===== config.mk =====
export PLATFORM = sky130hd
export DESIGN_NAME = erc_ctrl
export DESIGN_NICKNAME = d
export VERILOG_FILES = /design/src/erc_pkg.sv /design/src/erc_ctrl.sv
export SDC_FILE = /design/constraint.sdc
export NUM_CORES = 1
export LEC_CHECK = 0
export BUFFER_PORTS_ARGS = -buffer_cell sky130_fd_sc_hd__buf_2
export CAP_MARGIN = 40
export CORE_AREA = 2 2 39 41
export DETAILED_ROUTE_END_ITERATION = 12
export DIE_AREA = 0 0 41 43
export PLACE_DENSITY = 0.5
export SLEW_MARGIN = 40
export SYNTH_ARGS = -nofsm -noshare
export SYNTH_HDL_FRONTEND = slang
export SYNTH_SLANG_ARGS = --single-unit
export TNS_END_PERCENT = 30

===== constraint.sdc =====
create_clock -name clk -period 1.6 [get_ports clk]
set_input_delay 0.16 -clock clk [delete_from_list [all_inputs] [get_ports clk]]
set_output_delay 0.16 -clock clk [all_outputs]
set_load 0.02 [all_outputs]

===== src/erc_pkg.sv =====
// Shared types, constants and codes of the event rate counter bank.
package erc_pkg;

	localparam int unsigned DEF_NUM_COUNTERS = 64;
	localparam int unsigned NUM_INTERVALS    = 4;

	localparam int unsigned CMD_W = 3;
	localparam int unsigned IDX_W = 6;
	localparam int unsigned INC_W = 32;
	localparam int unsigned SEL_W = 2;
	localparam int unsigned VAL_W = 64;
	localparam int unsigned CFG_W = 7;

	localparam logic [CFG_W-1:0] CFG_RESET = 7'd64;

	// timebase: seconds in a minute, minutes in an hour, hours in a day
	localparam logic [5:0] SEC_LAST  = 6'd59;
	localparam logic [5:0] MIN_LAST  = 6'd59;
	localparam logic [4:0] HOUR_LAST = 5'd23;

	typedef enum logic [CMD_W-1:0] {
		CMD_ADD  = 3'd0,
		CMD_DIFF = 3'd1,
		CMD_TICK = 3'd2,
		CMD_RATE = 3'd3,
		CMD_CUR  = 3'd4
	} cmd_t;

	typedef enum logic [1:0] {
		ADDR_IN,
		ADDR_ITEM,
		ADDR_ROW
	} addr_sel_t;

	typedef enum logic [2:0] {
		ST_CLEAR,
		ST_IDLE,
		ST_EXEC,
		ST_SW_RD,
		ST_SW_DIFF,
		ST_SW_WR,
		ST_TICK_DONE
	} state_t;

	typedef struct packed {
		logic      clear_we;
		logic      accept;
		logic      exec_commit;
		logic      diff_en;
		logic      sweep_we;
		logic      out_tick;
		logic      row_rst;
		logic      row_inc;
		addr_sel_t addr_sel;
	} ctl_t;

	typedef struct packed {
		logic out_free;
		logic in_is_tick;
		logic row_last_all;
		logic row_last_act;
		logic active_zero;
	} sts_t;

endpackage


===== src/erc_ctrl.sv =====
// Controller state machine: sequences clear pass, commands and tick sweeps.
module erc_ctrl (
	input  logic          clk,
	input  logic          arst_n,
	input  logic          in_valid,
	output logic          in_ready,
	input  erc_pkg::sts_t sts,
	output erc_pkg::ctl_t ctl
);

	erc_pkg::state_t state_q, state_d;

	always_ff @(posedge clk or negedge arst_n) begin
		if (!arst_n) begin
			state_q <= erc_pkg::ST_CLEAR;
		end else begin
			state_q <= state_d;
		end
	end

	always_comb begin
		state_d      = state_q;
		in_ready     = 1'b0;
		ctl          = '0;
		ctl.addr_sel = erc_pkg::ADDR_ROW;
		unique case (state_q)
			erc_pkg::ST_CLEAR: begin
				ctl.clear_we = 1'b1;
				if (sts.row_last_all) begin
					ctl.row_rst = 1'b1;
					state_d     = erc_pkg::ST_IDLE;
				end else begin
					ctl.row_inc = 1'b1;
				end
			end
			erc_pkg::ST_IDLE: begin
				in_ready     = 1'b1;
				ctl.addr_sel = erc_pkg::ADDR_IN;
				if (in_valid) begin
					ctl.accept = 1'b1;
					if (sts.in_is_tick) begin
						ctl.row_rst = 1'b1;
						state_d     = sts.active_zero ? erc_pkg::ST_TICK_DONE
							: erc_pkg::ST_SW_RD;
					end else begin
						state_d = erc_pkg::ST_EXEC;
					end
				end
			end
			erc_pkg::ST_EXEC: begin
				// memory writes and result load happen together, once the slot is free
				ctl.addr_sel = erc_pkg::ADDR_ITEM;
				if (sts.out_free) begin
					ctl.exec_commit = 1'b1;
					state_d         = erc_pkg::ST_IDLE;
				end
			end
			erc_pkg::ST_SW_RD: begin
				state_d = erc_pkg::ST_SW_DIFF;
			end
			erc_pkg::ST_SW_DIFF: begin
				ctl.diff_en = 1'b1;
				state_d     = erc_pkg::ST_SW_WR;
			end
			erc_pkg::ST_SW_WR: begin
				ctl.sweep_we = 1'b1;
				if (sts.row_last_act) begin
					state_d = erc_pkg::ST_TICK_DONE;
				end else begin
					ctl.row_inc = 1'b1;
					state_d     = erc_pkg::ST_SW_RD;
				end
			end
			erc_pkg::ST_TICK_DONE: begin
				if (sts.out_free) begin
					ctl.out_tick = 1'b1;
					state_d      = erc_pkg::ST_IDLE;
				end
			end
			default: begin
				state_d = erc_pkg::ST_IDLE;
			end
		endcase
	end

endmodule


==> results.ini <==
[critical_path]
timing.rr.start = state_q[0]
path_cells = nand2b_2, nor2_2, and2_1, buf_2
critPathLaunchType = flip-flop
crit_path_start = state_q[0]
path_buf_inv = 1
critPathTopFamily = simple AND/OR/NAND/NOR gates
regToRegSetupSlack_ns = 0.44
endpoint_kind = output pin
slowest_stage = dfrtp_2
cpPeakStageDelay_ns = 0.48
worst_ep_arrival_time_ns = 1.35
crit_fanout = 14
worstPathRequired_ns = 1.44
worstSetupPathType = flip-flop to output pin

[global_routing]
overflow = 0
grtUsageTotal_pct = 9.64
grt_pass1_vias = 267
grt_max_degree = 15
grt_pass1_wl_um = 1130
antenna_found_initial = 0

[die]
fp.dieH_um = 43
dieWidth_um = 41
rows = 14
dieArea_um2 = 1760
ios = 19
start_util_pct = 20.3
core_area_um2 = 1380

[drt]
wl_um = 793
drcViolationCount = 0
num_vias = 352
drt_iter0_markers = 9
wl_per_cell_um = 10.4
vias_per_cell = 4.63
dr.pass1.iters = 4
ant_nets = 0

[cts]
tritoncts = built
cts_max_level = 1
clockRootBuffer = clkbuf_4
clockBufferDepth = 2
cts_buffers = 3
worstSkewPairLatency_ns = 0.23
cts.sinks = 3
clk_pin_slew_worst_paths_ns = 0.04

[layout]
syn_to_final_growth_pct = 50.0
nNetsFinal = 69
n_antenna_cell = 0
reg_top3 = state_q: 3 flops
top_register = state_q
largest_reg_flops = 3
drive_gt1_share_pct = 41.7
fin_area_um2 = 420

[synth]
synth-xor-area-share_pct = 0
synth.avg_cell_area_um2 = 7.01
synth_fp_nets = 48
ys_warn_count = 0
synth_fa_ha_area_share_pct = 0
seq_area_frac_synth_pct = 26.8
synthMuxAreaShare_pct = 3.57
synthSimpleGateAreaFrac_pct = 39.3
synthesis.area_um2 = 280
ys_types = 21
synth_top_family_by_area = simple AND/OR/NAND/NOR gates
synth_compound_area_share_pct = 22.3
synth_cells = 40
ys_ff_latch = 3

[timing]
setup_viol = 0
rsz0062_at_grt = yes
fin_crit_ns = 1.51
clock.fmax_mhz = 662
skew_ns = 0.000368
tightest_slew_ns = 0.364
slew_headroom_pct = 75.7
period_share_pct = 94.4
hold_violations = 0
drv_slew = 0
setup_tns_ns = 0

[hold_path]
hold_path.startpoint = in_valid
hp-class = primary input to flip-flop

[status]
outcome = finished, final reports clean

[power]
p_leak_nw = 0.217
pwr_density_cell_nw_per_um2 = 2030
ir_worst_vdd_mv = 0.788

[placement]
dpl_cell_area_um2 = 375
place_hpwl_um = 588
place.gp.congestion = 0.740
numPortBuffers = 18

[flow_run]
cap_violations = 0

==> cell usage in the layout, fill, tap and decap left out <==
cell type / instances
a21oi_1: 1
a31oi_1: 1
and2_1: 1
and3_1: 2
buf_2: 18
clkbuf_1: 1
clkbuf_4: 3
dfrtp_1: 2
dfrtp_2: 1
dlygate4sd3_1: 1
inv_1: 2
mux2i_1: 1
nand2_1: 3
nand2b_1: 3
nand2b_2: 1
nand3_1: 1
nor2_1: 3
nor2_2: 2
nor2b_1: 1
nor3_1: 2
nor3b_1: 1
o211ai_1: 1
o21ai_0: 3
o22ai_1: 2
o2bb2ai_1: 1
o31ai_1: 1
or2b_1: 1
==> metal layers <==
layer	track usage [%]	routed length (um)	vias up
li1	-	-	180
met1	15.1	384	152
met2	9.69	309	20
met3	6.28	100	0
met4	4.00	0	0
met5	0	0	-
==> through the flow <==
| stage | util (%) | power (mW) | hold slack [ns] | std cells | setup WS (ns) |
|---|---|---|---|---|---|
| 6_report | 30.4 | 0.853 | 0.191 | 76 | 0.0903 |
| 5_1_grt | 30.4 | 0.928 | 0.194 | 76 | -0.00316 |
| 4_1_cts | 29.8 | 0.848 | 0.182 | 76 | 0.0439 |
| 3_5_place_dp | 27.1 | 0.702 | -0.0436 | 71 | 0.244 |
| 3_3_place_gp | 27.1 | 0.705 | -0.0433 | 71 | 0.252 |
| 2_1_floorplan | - | 0.565 | -0.136 | 40 | 0.0429 |
==> worst reg2reg max path: cells and delay by family (launching register included) <==
family           cells  cell delay, ns
flip-flops           1            0.48
AO/OA/AOI/OAI        2            0.32
AND/OR/NAND/NOR      1            0.24
==> kinds of logic after synthesis <==
kind of cell,Yosys count
AO/OA/AOI/OAI,10
flip-flops,3
buffers and inverters,5
AND/OR/NAND/NOR,21
multiplexers,1
==> report_power, final <==
group	internal, mW	total (mW)	switching, mW
clock network	0.0934	0.131	0.0378
registers	0.114	0.218	0.105
logic	0.204	0.503	0.299
total	0.411	0.853	0.442
==> cells in the mapped netlist <==
master / count / area [um2]
or2b_1: 1 / 7.51
o2bb2ai_1: 1 / 8.76
and2_1: 1 / 6.26
nor3b_1: 1 / 7.51
a31oi_1: 1 / 6.26
nand2_1: 3 / 11.3
nand2b_1: 4 / 25.0
dfrtp_1: 3 / 75.1
nor3_1: 2 / 10.0
o211ai_1: 1 / 7.51
o22ai_1: 2 / 12.5
buf_2: 3 / 15.0
o21ai_0: 3 / 15.0
nor2_1: 5 / 18.8
inv_1: 2 / 7.51
o31ai_1: 1 / 7.51
and3_1: 2 / 12.5
a21oi_1: 1 / 5.00
nor2b_1: 1 / 6.26
nand3_1: 1 / 5.00
mux2i_1: 1 / 10.0
==> final timing paths <==
| path | to | cells after the start |
|---|---|---|
| setup / recovery | ctl[7] | 4 |
| min in group asynchronous | state_q[2] | 2 |
| max in group asynchronous | state_q[0] | 2 |
| hold reg to reg | state_q[1] | 2 |
| hold / removal | state_q[0] | 2 |
| setup reg to reg | state_q[0] | 3 |
==> area by class of cell <==
type | count | area, um2
tap | 16 | 20.0
multi-input combinational | 32 | 190
fill | 172 | 963
timing repair buffer | 19 | 100
inverter | 2 | 7.51
clock buffer | 4 | 26.3
sequential | 3 | 76.3
==> repair_timing <==
| item | CTS | global route |
|---|---|---|
| hold buffers | 1 | 0 |
| gates cloned | 0 | 0 |
| resized for setup | 1 | 3 |
| endpoints found under the hold margin | 3 | 0 |
| buffers inserted | 0 | 0 |
| setup endpoints to repair | 1 | 2 |
Note: power is estimated with default switching activity, not from simulation.
